==> src/design/wspm_pkg.sv <==
package wspm_pkg;

  localparam int MAX_PATTERN  = 8;
  localparam int LINE_WIDTH   = 20;
  localparam int COLUMN_WIDTH = 16;
  localparam int LEN_WIDTH    = 4;
  localparam int BYTES_WIDTH  = 64;
  localparam int IDX_WIDTH    = (MAX_PATTERN > 1) ? $clog2(MAX_PATTERN) : 1;
  localparam int CFG_INDEX_WIDTH = 1;

  // Configuration register indexes.
  localparam logic [CFG_INDEX_WIDTH-1:0] REG_PATTERN_BYTES  = 1'd0;
  localparam logic [CFG_INDEX_WIDTH-1:0] REG_PATTERN_LENGTH = 1'd1;

  // Whitespace characters.
  localparam logic [7:0] CHAR_NEWLINE = 8'h0A;
  localparam logic [7:0] CHAR_TAB     = 8'h09;
  localparam logic [7:0] CHAR_SPACE   = 8'h20;

  typedef struct packed {
    logic [7:0] text_byte;
    logic       file_start;
  } in_item_t;

  typedef struct packed {
    logic [LINE_WIDTH-1:0]   match_line;
    logic [COLUMN_WIDTH-1:0] match_column;
  } out_item_t;

  typedef struct packed {
    logic                       we;
    logic [CFG_INDEX_WIDTH-1:0] index;
    logic [BYTES_WIDTH-1:0]     data;
  } cfg_write_t;

  typedef struct packed {
    logic      hit;
    out_item_t item;
  } match_result_t;

  function automatic logic is_blank(input logic [7:0] b);
    return (b == CHAR_SPACE) || (b == CHAR_TAB) || (b == CHAR_NEWLINE);
  endfunction

endpackage

==> src/design/wspm_match.sv <==
module wspm_match (
  input  logic                   clk,
  input  logic                   rst,
  input  wspm_pkg::cfg_write_t   cfg,
  input  logic                   fire,
  input  wspm_pkg::in_item_t     item,
  output wspm_pkg::match_result_t result
);
  import wspm_pkg::*;

  localparam logic [LINE_WIDTH-1:0]   LINE_MAX = {LINE_WIDTH{1'b1}};
  localparam logic [COLUMN_WIDTH-1:0] COL_MAX  = {COLUMN_WIDTH{1'b1}};

  logic [BYTES_WIDTH-1:0]  pattern_bytes;
  logic [LEN_WIDTH-1:0]    pattern_length;
  logic [MAX_PATTERN-1:0]  mask;
  logic [LINE_WIDTH-1:0]   current_line;
  logic [COLUMN_WIDTH-1:0] current_column;
  logic [LINE_WIDTH-1:0]   start_line   [MAX_PATTERN];
  logic [COLUMN_WIDTH-1:0] start_column [MAX_PATTERN];

  logic [IDX_WIDTH-1:0]    last;
  logic [MAX_PATTERN-1:0]  keep;
  logic [LINE_WIDTH-1:0]   line_base, line_next;
  logic [COLUMN_WIDTH-1:0] column_base, column_next;
  logic [MAX_PATTERN-1:0]  mask_base, mask_next;
  logic                    blank;

  always_ff @(posedge clk) begin
    if (rst) begin
      pattern_bytes  <= '0;
      pattern_length <= LEN_WIDTH'(1);
    end else if (cfg.we) begin
      case (cfg.index)
        REG_PATTERN_BYTES:  pattern_bytes  <= cfg.data;
        REG_PATTERN_LENGTH: pattern_length <= cfg.data[LEN_WIDTH-1:0];
        default: ;
      endcase
    end
  end

  // A length of zero behaves as one, anything above the maximum as the maximum.
  always_comb begin
    if (pattern_length == '0) begin
      last = '0;
    end else if (pattern_length > LEN_WIDTH'(MAX_PATTERN)) begin
      last = IDX_WIDTH'(MAX_PATTERN - 1);
    end else begin
      last = IDX_WIDTH'(pattern_length - LEN_WIDTH'(1));
    end
    for (int i = 0; i < MAX_PATTERN; i++) begin
      keep[i] = (IDX_WIDTH'(i) <= last);
    end
  end

  always_comb begin
    line_base   = item.file_start ? LINE_WIDTH'(1) : current_line;
    column_base = item.file_start ? '0 : current_column;
    mask_base   = (item.file_start ? '0 : mask) & keep;
    if (item.text_byte == CHAR_NEWLINE) begin
      line_next   = (line_base == LINE_MAX) ? line_base : line_base + LINE_WIDTH'(1);
      column_next = '0;
    end else begin
      line_next   = line_base;
      column_next = (column_base == COL_MAX) ? column_base
                                             : column_base + COLUMN_WIDTH'(1);
    end
    blank = is_blank(item.text_byte);
    mask_next[0] = keep[0] && (pattern_bytes[7:0] == item.text_byte);
    for (int i = 1; i < MAX_PATTERN; i++) begin
      mask_next[i] = keep[i] && mask_base[i-1]
                     && (pattern_bytes[8*i +: 8] == item.text_byte);
    end
  end

  always_comb begin
    result.hit = !blank && mask_next[last];
    if (last == '0) begin
      result.item.match_line   = line_next;
      result.item.match_column = column_next;
    end else begin
      result.item.match_line   = start_line[last - IDX_WIDTH'(1)];
      result.item.match_column = start_column[last - IDX_WIDTH'(1)];
    end
  end

  always_ff @(posedge clk) begin
    if (rst) begin
      mask           <= '0;
      current_line   <= LINE_WIDTH'(1);
      current_column <= '0;
    end else if (fire) begin
      current_line   <= line_next;
      current_column <= column_next;
      mask           <= blank ? mask_base : mask_next;
    end
  end

  // Start positions shift along with the partial-match bits.
  always_ff @(posedge clk) begin
    if (fire && !blank) begin
      start_line[0]   <= line_next;
      start_column[0] <= column_next;
      for (int i = 1; i < MAX_PATTERN; i++) begin
        start_line[i]   <= start_line[i-1];
        start_column[i] <= start_column[i-1];
      end
    end
  end

`ifndef SYNTHESIS
  a_hit_leaves_last_bit: assert property (@(posedge clk) disable iff (rst)
    (fire && result.hit) |=> mask[$past(last)])
    else $error("reported match not left in partial-match vector");

  a_file_start_newline: assert property (@(posedge clk) disable iff (rst)
    (fire && item.file_start && item.text_byte == CHAR_NEWLINE)
      |=> (current_line == LINE_WIDTH'(2) && current_column == '0))
    else $error("newline at file start did not move to line two");

  a_blank_keeps_starts: assert property (@(posedge clk) disable iff (rst)
    (fire && blank) |=> (mask == ($past(mask_base))))
    else $error("whitespace byte changed partial matches");
`endif

endmodule

==> src/design/whitespace_skipping_pattern_matcher_unit.sv <==
// Whitespace-skipping pattern matcher. Text bytes come in on the text channel
// and every occurrence of the configured pattern (one to eight non-blank
// characters, overlapping occurrences included) yields one request on the
// match channel carrying the 1-based line and column of the first matched
// character; spaces, tabs and newlines between pattern characters are skipped.
// The unit takes one byte every clock cycle for as long as the match channel
// keeps up: the byte is held in the input register, the shift-and update of
// the partial-match vector and line/column counters runs while it sits there,
// and a match is registered from there into the output register. Behind the
// output register is one skid entry, so text is stalled only while that
// entry holds a match that the match channel has not yet taken.
// Configuration writes are meant for idle periods.
module whitespace_skipping_pattern_matcher_unit (
  input  logic                                    clk,
  input  logic                                    rst,
  input  logic                                    text_valid,
  output logic                                    text_stall,
  input  wspm_pkg::in_item_t                      text_item,
  output logic                                    match_valid,
  input  logic                                    match_stall,
  output wspm_pkg::out_item_t                     match_item,
  input  logic                                    cfg_we,
  input  logic [wspm_pkg::CFG_INDEX_WIDTH-1:0]    cfg_index,
  input  logic [wspm_pkg::BYTES_WIDTH-1:0]        cfg_data
);
  import wspm_pkg::*;

  // Input register: one accepted text byte waiting to be processed.
  logic          s1_valid;
  in_item_t      s1_item;

  // Skid entry behind the output register.
  logic          skid_valid;
  out_item_t     skid_item;

  logic          accept;
  logic          fire;
  logic          out_free;
  cfg_write_t    cfg;
  match_result_t result;

  // The input register drains whenever the skid entry is empty, since a
  // match it produces then always has somewhere to go.
  assign text_stall = skid_valid;
  assign accept     = text_valid && !text_stall;
  assign fire       = s1_valid && !skid_valid;
  assign out_free   = !match_valid || !match_stall;

  assign cfg.we    = cfg_we;
  assign cfg.index = cfg_index;
  assign cfg.data  = cfg_data;

  wspm_match u_match (
    .clk    (clk),
    .rst    (rst),
    .cfg    (cfg),
    .fire   (fire),
    .item   (s1_item),
    .result (result)
  );

  always_ff @(posedge clk) begin
    if (rst) begin
      s1_valid <= 1'b0;
    end else begin
      s1_valid <= accept || (s1_valid && !fire);
    end
  end

  always_ff @(posedge clk) begin
    if (accept) begin
      s1_item <= text_item;
    end
  end

  // Output register and skid entry. A stalled output register that gets a
  // fresh match parks it in the skid entry; the skid entry moves up first
  // whenever the output register frees.
  always_ff @(posedge clk) begin
    if (rst) begin
      match_valid <= 1'b0;
      skid_valid  <= 1'b0;
    end else if (out_free) begin
      if (skid_valid) begin
        match_valid <= 1'b1;
        skid_valid  <= 1'b0;
      end else begin
        match_valid <= fire && result.hit;
      end
    end else if (fire && result.hit) begin
      skid_valid <= 1'b1;
    end
  end

  always_ff @(posedge clk) begin
    if (out_free) begin
      if (skid_valid) begin
        match_item <= skid_item;
      end else if (fire && result.hit) begin
        match_item <= result.item;
      end
    end else if (fire && result.hit) begin
      skid_item <= result.item;
    end
  end

`ifndef SYNTHESIS
  a_skid_behind_output: assert property (@(posedge clk) disable iff (rst)
    skid_valid |-> match_valid)
    else $error("skid entry full while output register is empty");

  a_stalled_hit_parks: assert property (@(posedge clk) disable iff (rst)
    (match_valid && match_stall && fire && result.hit) |=> (skid_valid && match_valid))
    else $error("match produced under stall was not parked");

  a_skid_moves_up: assert property (@(posedge clk) disable iff (rst)
    (skid_valid && !match_stall) |=> (!skid_valid && match_valid))
    else $error("skid entry did not move into the output register");

  a_no_fire_with_skid: assert property (@(posedge clk) disable iff (rst)
    skid_valid |-> !fire)
    else $error("byte processed while skid entry is full");
`endif

endmodule

==> config.mk <==
export PLATFORM = sky130hd
export DESIGN_NAME = whitespace_skipping_pattern_matcher_unit
export DESIGN_NICKNAME = d
export VERILOG_FILES = /design/src/design/wspm_pkg.sv /design/src/design/wspm_match.sv /design/src/design/whitespace_skipping_pattern_matcher_unit.sv
export SDC_FILE = /design/constraint.sdc
export NUM_CORES = 1
export LEC_CHECK = 0
export BUFFER_PORTS_ARGS = -buffer_cell sky130_fd_sc_hd__buf_2
export CORE_MARGIN = 4
export CORE_UTILIZATION = 35
export DETAILED_ROUTE_END_ITERATION = 7
export GPL_TIMING_DRIVEN = 0
export PLACE_DENSITY_LB_ADDON = 0.3
export SLEW_MARGIN = 25
export SYNTH_ARGS = -nofsm -noshare
export SYNTH_HDL_FRONTEND = slang
export SYNTH_SLANG_ARGS = --single-unit
==> constraint.sdc <==
create_clock -name clk -period 11.21 [get_ports clk]
set_input_delay 2.242 -clock clk [delete_from_list [all_inputs] [get_ports clk]]
set_output_delay 2.242 -clock clk [all_outputs]
set_load 0.005 [all_outputs]
---- Word-level counts from Yosys, hierarchy flattened ----
Memories as Yosys holds them, arrays and structs flattened.
Cells that the tools add are included.
Widths: inputs -> output; s select.
operators by class
  add/sub/neg operators ................... 4
  $lt $le $gt $ge ......................... 10
  equal/unequal tests ..................... 13
  mux-type cells .......................... 18
  bitwise operators ....................... 3
  reductions and logical operators ........ 38
operators with widths
  operator               count
  $mux 36                3
  $eq 8x8->1             8
  $mux 20                3
  $mux 16                3
  $logic_and 1x1->1      21
  $add 20x1->20 const B  1
  $eq 20x20->1 const B   1
  $add 16x1->16 const B  1
  $eq 16x16->1 const B   1
  $eq 8x4->1 const B     2
  $mux 8                 2
  $le 3x3->1 const A     4
  $and 8x8->8            1
  $eq 8x6->1 const B     1
  $reduce_and 2->1       4
  $le 1x3->1 const A     2
  $le 2x3->1 const A     2
  $mux 3                 2
  $sub 3x1->3 const B    2
  $logic_not 1->1        5
  $gt 4x4->1 const B     1
  $logic_not 4->1        1
  $logic_or 1x1->1       4
  $lt 3x4->1 const B     1
  other kinds (6)        10
word-level totals
  bits in registers ....................... 196
  memory bits (writable) .................. 288
  input port bits ......................... 79
  logic and storage cells ................. 102
  memories kept ........................... 2
memory list
  name                  depth  bits a word  rd ports  clocked after memory_dff  wr ports  line              text
  u_match.start_line    8      20           8         0                         8         wspm_match.sv:19  logic [LINE_WIDTH-1:0] start_line [MAX_PATTERN];
  u_match.start_column  8      16           8         0                         8         wspm_match.sv:20  logic [COLUMN_WIDTH-1:0] start_column [MAX_PATTERN];

---- Logic depth before layout (Yosys ltp) ----
Gate-level depths: netlist (run 1).
  word-level depth ........................ 13
  mapped depth ............................ 15
  depth with buffers taken out ............ 13

---- By module ----
A second synthesis (run 1) with hierarchy kept.
second synthesis, totals
  cell total of the unflattened synthesis .. 1,495
  area total of the unflattened synthesis .. 20,971.4 µm²
by module, submodules not included
  module                                    times used  cells an instance  area each (µm²)
  wspm_match                                1           1,359              17,797.1
  whitespace_skipping_pattern_matcher_unit  1           136                3,174.3

---- Worst setup path before layout (run 1) ----
Ideal clock, no wire load.
  path type ............................... register to register
  from .................................... register s1_item[4] (netlist name)
  to ...................................... register u_match.mask[3]
  arrival ................................. 7.893 ns
  slack ................................... 3.229 ns
  cell stages (with the launch flop) ...... 9
  path buffers ............................ 1
  path through ............................ edfxtp_1 > clkbuf_1 > or3b_2 > a21oi_1 > o21ai_1 > nand2_1 > inv_1 > a22oi_1 > nor2_1
between the ends
  word-level cells in the longest chain between the ends .. 4
  elaborated cells between the ends (all ways) .. 8
  those cells by class .................... 4 x eq/ne; 1 x mux; 3 x reduce/logical
RTL lines
  item                                      line                                            text
  start, declared                           whitespace_skipping_pattern_matcher_unit.sv:30  in_item_t s1_item;
  start signal, assigned                    whitespace_skipping_pattern_matcher_unit.sv:72  s1_item <= text_item;
  $eq 8x6->1 or $eq 8x4->1 (tied branches)  wspm_pkg.sv:42                                  return (b == CHAR_SPACE) || (b == CHAR_TAB) || (b == CHAR_NEWLINE);
  $logic_or 1x1->1 (2 in a row)             wspm_pkg.sv:42
  $mux 8 *                                  wspm_match.sv:95                                mask <= blank ? mask_base : mask_next;
  end signal, assigned                      wspm_match.sv:95
  end, declared                             wspm_match.sv:16                                logic [MAX_PATTERN-1:0] mask;
Every way passes the cells marked *; elsewhere a longest branch is shown, timed or not.
A chain may end at the register's enable or synchronous reset.

---- Worst setup path after layout (run 1) ----
  from .................................... register u_match.pattern_length[0]
  to ...................................... register skid_item[1] (netlist name), enable pin
between the ends
  word-level cells in the longest chain between the ends .. 12
  elaborated cells between the ends (all ways) .. 34
  those cells by class .................... 1 x add/sub; 9 x order compare; 4 x mux; 1 x bitwise; 19 x reduce/logical
RTL lines
  item                                       line                                             text
  start, declared                            wspm_match.sv:15                                 logic [LEN_WIDTH-1:0] pattern_length;
  start signal, assigned                     wspm_match.sv:36                                 REG_PATTERN_LENGTH: pattern_length <= cfg.data[LEN_WIDTH-1:0];
  $gt 4x4->1 or $sub 3x1->3 (tied branches)  wspm_match.sv:46, wspm_match.sv:49
  $mux 3                                     wspm_match.sv:46                                 end else if (pattern_length > LEN_WIDTH'(MAX_PATTERN)) begin
  $mux 3 *                                   wspm_match.sv:44                                 if (pattern_length == '0) begin
  $le 1x3->1 (tied with other cells)         wspm_match.sv:52                                 keep[i] = (IDX_WIDTH'(i) <= last);
  $and 8x8->8                                wspm_match.sv:59                                 mask_base = (item.file_start ? '0 : mask) & keep;
  $logic_and 1x1->1                          wspm_match.sv:71                                 mask_next[i] = keep[i] && mask_base[i-1]
  $logic_and 1x1->1                          wspm_match.sv:72                                 && (pattern_bytes[8*i +: 8] == item.text_byte);
  $bmux 1 s3 *                               wspm_match.sv:77                                 result.hit = !blank && mask_next[last];
  $mux 1 (implied by the code) *             wspm_match.sv:77
  $logic_and 1x1->1 *                        wspm_match.sv:77
  $logic_and 1x1->1 *                        whitespace_skipping_pattern_matcher_unit.sv:102  end else if (fire && result.hit) begin
  $reduce_and 2->1 (no line) *               n/a
  end signal, assigned                       whitespace_skipping_pattern_matcher_unit.sv:103  skid_item <= result.item;
  end, declared                              whitespace_skipping_pattern_matcher_unit.sv:34   out_item_t skid_item;
Every way passes the cells marked *; elsewhere a longest branch is shown, timed or not. The select of a mux whose other input is x is not followed.

==> results of run 1 <==
## cells by family (layout without fill, tap and decap cells)
kind of cell	count (synthesis)	after routing	synth area share (%)
compound gates	221	221	6.496
xor+xnor	88	88	3.771
fa+ha+maj	9	9	0.5388
buf+inv	105	324	2.130
flops	483	483	65.39
mux	143	143	11.64
simple gates	432	432	10.03
## final timing paths
| check | from | endpoint | slack [ns] | cells past startpoint |
|---|---|---|---|---|
| worst max-delay path | u_match.pattern_length[0] | skid_item[1] | 6.17 | 17 |
| worst min-delay path | u_match.start_column[4][3] | u_match.start_column[5][3] | 0.43 | 0 |
| worst max register to register | u_match.pattern_length[0] | skid_item[1] | 6.17 | 17 |
| worst min register to register | u_match.start_column[4][3] | u_match.start_column[5][3] | 0.43 | 0 |
## per-layer routing
metal,up-vias,wire [microns],part of all wire (%),track usage (%)
li1,5873,-,-,-
met1,6427,22810,46,21.71
met2,339,22630,46,24.23
met3,80,2710,5.5,3.335
met4,2,1333,2.7,4.718
met5,-,13,0.026,0
## flip-flops by register name, indices dropped and copies added (netlist names), named ones only
name	count
s1_item	9
u_match.start_column	128
match_valid	1
match_item	36
u_match.pattern_bytes	64
u_match.current_line	20
text_stall	1
skid_item	36
u_match.pattern_length	4
u_match.mask	7
u_match.start_line	160
u_match.current_column	16
## through the flow
| step | total power [mW] | std cells |
|---|---|---|
| 2_1_floorplan | 2.435 | 1481 |
| 3_3_place_gp | 2.596 | 2361 |
| 3_5_place_dp | 2.595 | 2367 |
| 4_1_cts | 4.358 | 2465 |
| 5_1_grt | 4.480 | 2465 |
| 6_report | 4.307 | 2465 |
## layout by cell type, fill, tap and decap left out, types with 16 or more instances in the layout
cell | Yosys | routed
xor2_1 | 24 | 24
clkbuf_16 | 0 | 52
nor2b_1 | 19 | 19
nand4_1 | 17 | 17
mux4_2 | 72 | 72
buf_2 | 12 | 127
mux2i_1 | 33 | 33
nor2_1 | 51 | 50
clkbuf_1 | 59 | 68
inv_1 | 18 | 17
xnor2_1 | 64 | 64
o21ai_0 | 23 | 23
a21oi_1 | 118 | 118
mux2_2 | 38 | 38
o21a_1 | 27 | 27
nand3_1 | 16 | 16
edfxtp_1 | 369 | 369
dfxtp_1 | 114 | 114
nand2_1 | 249 | 249
## where the power goes
group	internal, mW	total, mW	switching [mW]
sequential	2.01	2.04	0.0306
clock	1.03	1.75	0.727
combinational	0.220	0.511	0.290
## layout make-up
cell class,instances,area share (%)
flip-flops and latches,483,55.88
multi-input cells,893,27.86
clock buffers,62,5.640
well taps,765,4.003
repair buffers,121,3.097
clock inverters,36,1.669
plain buffers,86,1.523
inverters,19,0.3296
==> results.cfg, run 1 <==
[sta]
relSlewSlack_pct = 33.17
rsz0062_at_grt = false
finalSetupViolCount = 0
max_freq_mhz = 198.3
slew_viol_final = 0
finalCritPeriodShare_pct = 44.98
fin_ws_ns = 6.168
hold_viol = 0
worst_pin_slew_ns = 1.002
fin_tns_setup_ns = 0
finClkSkew_ns = 0.03744
whs_ns = 0.4298
fin_crit_ns = 5.042

[critical_path]
worst_path_max_delay_cell = or4_1
crit_fanout = 14
cp-start-kind = register
path_delay_family = simple AND/OR/NAND/NOR gates
slowest_delay_ns = 0.53
crit_chain = inv_1, ha_1, or3b_1, nand2_1, nand2_2, inv_2, buf_4, buf_2, ha_1, a211oi_1, or4_1, or4_1, a21oi_1, o211ai_1, nor2_4, buf_16, buf_16
criticalPathCategory = register to register
arrival_ns = 5.36
worstPathRequired_ns = 11.53
end_kind = register
worst-path-buf-inv = 6

[clock_network]
cts_resized = 0
cts_setup_buffers = 0
clk_pin_slew_ns = 0.06
cts_buffer_depth = 3
cts_inserted_buffers = 52
postCtsHoldBufs = 0
cts_tree = done
cts_sinks = 483
cts-root-buf = clkbuf_16
htree_levels = 2
worstSkewPairLatency_ns = 0.62

[yosys]
synth.area.top_cells = edfxtp_1 (54%), dfxtp_1 (11%), mux4_2 (7.9%)
synth_cell_type_count = 63
avgSynthCellArea_sq_um = 13.80
synthTopCellsByCount = edfxtp_1 (369), nand2_1 (249), a21oi_1 (118), dfxtp_1 (114), mux4_2 (72)
synthArstFlopShare_pct = 0
synth-edff-count = 369
netlist_instances = 1481
yosysSeqAreaShare_pct = 65.39
synth_area_leader_cell = edfxtp_1
syn_nets = 1568
synth_top_area_share_pct = 54.22
yosysWarnings = 0
ys.flop_type = edfxtp_1
synth-seq-cells = 483
netlist_area_sq_mm = 0.02044
yosysMostFrequentCell = edfxtp_1

[die]
rows = 88
num_io_pins = 117
die_area_sq_mm = 0.06232
core-area_sq_mm = 0.05781
die_w_microns = 249.6
initial_core_util_pct = 35.35
dieHeight_microns = 249.6

[drt]
ant_nets = 0
first_pass_iters = 5
routed_wl_mm = 49.50
vias_per_cell = 5.161
drt_iter0_drc = 1034
num_vias = 12721
drc = 0
wl_per_cell_microns = 20.08

[place]
place_congestion = 0.8835
place_area_sq_mm = 0.02217
post-place-ws_ns = 6.153
dpl.hpwl_mm = 33.04
io_buffers = 115

[global_route]
grt_usage_pct = 15.46
grt_pass1_vias = 12684
globalRouteOverflowTotal = 0
grt_max_degree = 106
grt_pass1_wl_mm = 75.80
antenna_found_initial = 1

[cells_and_area]
multi_input_area_sq_mm = 0.006663
n_antenna_cell = 0
fillerInstances = 5377
syn_to_final_growth_pct = 17.01
drive_gt1_share_pct = 20.29
final_util_pct = 41.37
register_area_sq_mm = 0.01336
fin_nets = 1743
fin_area_sq_mm = 0.02391

[power]
leakagePower_nw = 8.135
power_density_mw_per_mm2 = 180.1
peakVddDrop_mv = 0.1225

[run]
drv_cap = 0

[run_status]
status = complete, no violations

[worst_hold_path]
hold_class = register to register
Power figures use the tool's default switching activity.
==> run 2, diff against run 1 <==
--- a/config.mk
+++ b/config.mk
@@ -5,6 +5,7 @@
 export SDC_FILE = /design/constraint.sdc
 export NUM_CORES = 1
 export LEC_CHECK = 0
+export ABC_AREA = 1
 export BUFFER_PORTS_ARGS = -buffer_cell sky130_fd_sc_hd__buf_2
 export CORE_MARGIN = 4
 export CORE_UTILIZATION = 35
==> constraint.sdc (replaced) <==
create_clock -name clk -period 5.3 [get_ports clk]
set_input_delay 1.06 -clock clk [delete_from_list [all_inputs] [get_ports clk]]
set_output_delay 1.06 -clock clk [all_outputs]
set_load 0.005 [all_outputs]
==> run 2 against run 1 <==
Setup slack lost 5.7 ns. Synthesized cell count is 43% higher. Sequential share of layout area shrank 2.7 points.
==> results.cfg, run 2 <==
[run_status]
status = complete, no violations

[die]
rows = 90
core-area_sq_mm = 0.06025
dieHeight_microns = 254.5
initial_core_util_pct = 35.30
num_io_pins = 117
die_area_sq_mm = 0.06478
die_w_microns = 254.5

[drt]
routed_wl_mm = 63.42
wl_per_cell_microns = 20.27
vias_per_cell = 5.204
ant_nets = 0
drc = 0
first_pass_iters = 6
drt_iter0_drc = 1654
num_vias = 16282

[global_route]
grt_pass1_wl_mm = 95.16
antenna_found_initial = 3
grt_usage_pct = 19.21
grt_pass1_vias = 15705
globalRouteOverflowTotal = 0
grt_max_degree = 28

[cells_and_area]
fin_cells = 3129
top_register = u_match.start_line
n_antenna_cell = 0
final_cell_mix = edfxtp_1 (369), nor2_1 (336), nand2_1 (299), o21ai_0 (274), buf_2 (135)
fillerInstances = 5746
largest_register_ffs = 160
largestRegisters = u_match.start_line x160, u_match.start_column x128, u_match.pattern_bytes x64
syn_to_final_growth_pct = 18.05
fin_nets = 2391
drive_gt1_share_pct = 12.87
mostFrequentLayoutCell = edfxtp_1

[yosys]
synth_area_leader_cell = edfxtp_1
synth-edff-count = 369
netlist_instances = 2116
synthArstFlopShare_pct = 0
syn_nets = 2203
synth.area.top_cells = edfxtp_1 (52%), dfxtp_1 (11%), o21ai_0 (6.4%)
synth_top_area_share_pct = 52.10
yosysSeqAreaShare_pct = 62.83
synth_cell_type_count = 50
synthTopCellsByCount = edfxtp_1 (369), nor2_1 (338), nand2_1 (300), o21ai_0 (274), inv_1 (133)
synth-seq-cells = 483
avgSynthCellArea_sq_um = 10.05
yosysWarnings = 0
yosysMostFrequentCell = edfxtp_1
ys.flop_type = edfxtp_1
netlist_area_sq_mm = 0.02127

[sta]
worst_pin_slew_ns = 1.065
finalCritPeriodShare_pct = 91.64
rsz0062_at_grt = false
fin_crit_ns = 4.857
slew_viol_final = 0
max_freq_mhz = 205.9
finClkSkew_ns = 0.03106
finalSetupViolCount = 0
fin_tns_setup_ns = 0
relSlewSlack_pct = 28.43
hold_viol = 0

[place]
dp.cells = 3032
place_congestion = 0.8627
io_buffers = 116
dpl.hpwl_mm = 45.47

[clock_network]
worstSkewPairLatency_ns = 0.61
cts_sinks = 483
cts_tree = done
cts_setup_buffers = 0
cts_inserted_buffers = 52
cts_buffer_depth = 3
htree_levels = 2
cts-root-buf = clkbuf_16
clk_pin_slew_ns = 0.06

[critical_path]
crit_fanout = 11
reg2regPathDepth = 18
arrival_ns = 5.16
worstPathRequired_ns = 5.60
cp-start-kind = register
criticalPathCategory = register to register
end_kind = register

[power]
leakagePower_nw = 9.548
power_density_mw_per_mm2 = 389.9
peakVddDrop_mv = 0.2794

[worst_hold_path]
hold_class = register to register
whs_path_depth = 0

[run]
drv_cap = 0
==> run 2: worst max-delay path: stages, from the launching register on <==
cell and delay (ns):
dfxtp_1 0.33, inv_1 0.07, ha_1 0.23, nand2_1 0.13, nand2_1 0.09, nand2_1 0.22
clkbuf_2 0.38, buf_2 0.43, ha_1 0.31, clkbuf_1 0.28, inv_1 0.33, clkbuf_1 0.55
o21ai_0 0.16, o21bai_1 0.19, nand3_1 0.09, nand2_1 0.07, nand2_1 0.05, o21ai_0 0.11
o21ai_0 0.53
==> run 2: worst paths after layout <==
path	start	to	slack, ns
setup reg to reg	u_match.pattern_length[0]	match_item[0]	0.44
hold / removal	u_match.start_line[4][5]	u_match.start_line[5][5]	0.42
hold reg to reg	u_match.start_line[4][5]	u_match.start_line[5][5]	0.42
setup / recovery	u_match.pattern_length[0]	match_item[0]	0.44
==> run 2: power by group <==
group | total [mW] | switching [mW] | internal (mW)
sequential | 4.40 | 0.0839 | 4.32
combinational | 1.66 | 1.14 | 0.519
clock | 3.72 | 1.55 | 2.17
total | 9.79 | 2.78 | 7.01
==> run 2: cell type report <==
class	instances	area (sq um)	area share [%]
inverters	145	551.8	2.198
well taps	782	978.4	3.897
clock buffers	72	1456	5.800
repair buffers	134	1026	4.086
plain buffers	117	528.0	2.103
flip-flops and latches	483	13360	53.22
clock inverters	25	286.5	1.141
multi-input cells	1371	6919	27.56
==> run 2: routing by layer <==
layer	track usage [%]	vias up	share of wire (%)
li1	-	7693	-
met1	26.42	7837	43
met2	31.61	640	47
met3	3.416	108	7.3
met4	5.235	4	2.5
met5	0	-	0.043
==> run 2: kinds of logic after synthesis <==
family | share of synthesized area, %
AOI/OAI and AO/OA | 12.42
buffers and inverters | 4.918
xor gates and xnor gates | 2.871
and+or+nand+nor | 16.49
DFF | 62.83
adders and majority gates | 0.4706
==> run 2: metrics by stage <==
stage / setup WS, ns / total power, mW / hold slack (ns) / cell area [sq um] / util, %
3_3_place_gp: -4.052 / 6.089 / 0.4214 / 22920 / 38.04
6_report: 0.4432 / 9.791 / 0.4246 / 25110 / 41.68
3_5_place_dp: 0.3483 / 6.131 / 0.4266 / 23360 / 38.78
4_1_cts: 0.2851 / 9.857 / 0.4211 / 25110 / 41.68
2_1_floorplan: -1.356 / 5.459 / 0.4208 / 21360 / -
5_1_grt: 0.2386 / 10.19 / 0.4273 / 25110 / 41.68
==> run 2: repair_timing <==
action | in CTS | in global routing
gates resized for setup | 0 | 2
setup endpoints to repair | 0 | 1
hold buffers | 0 | 0
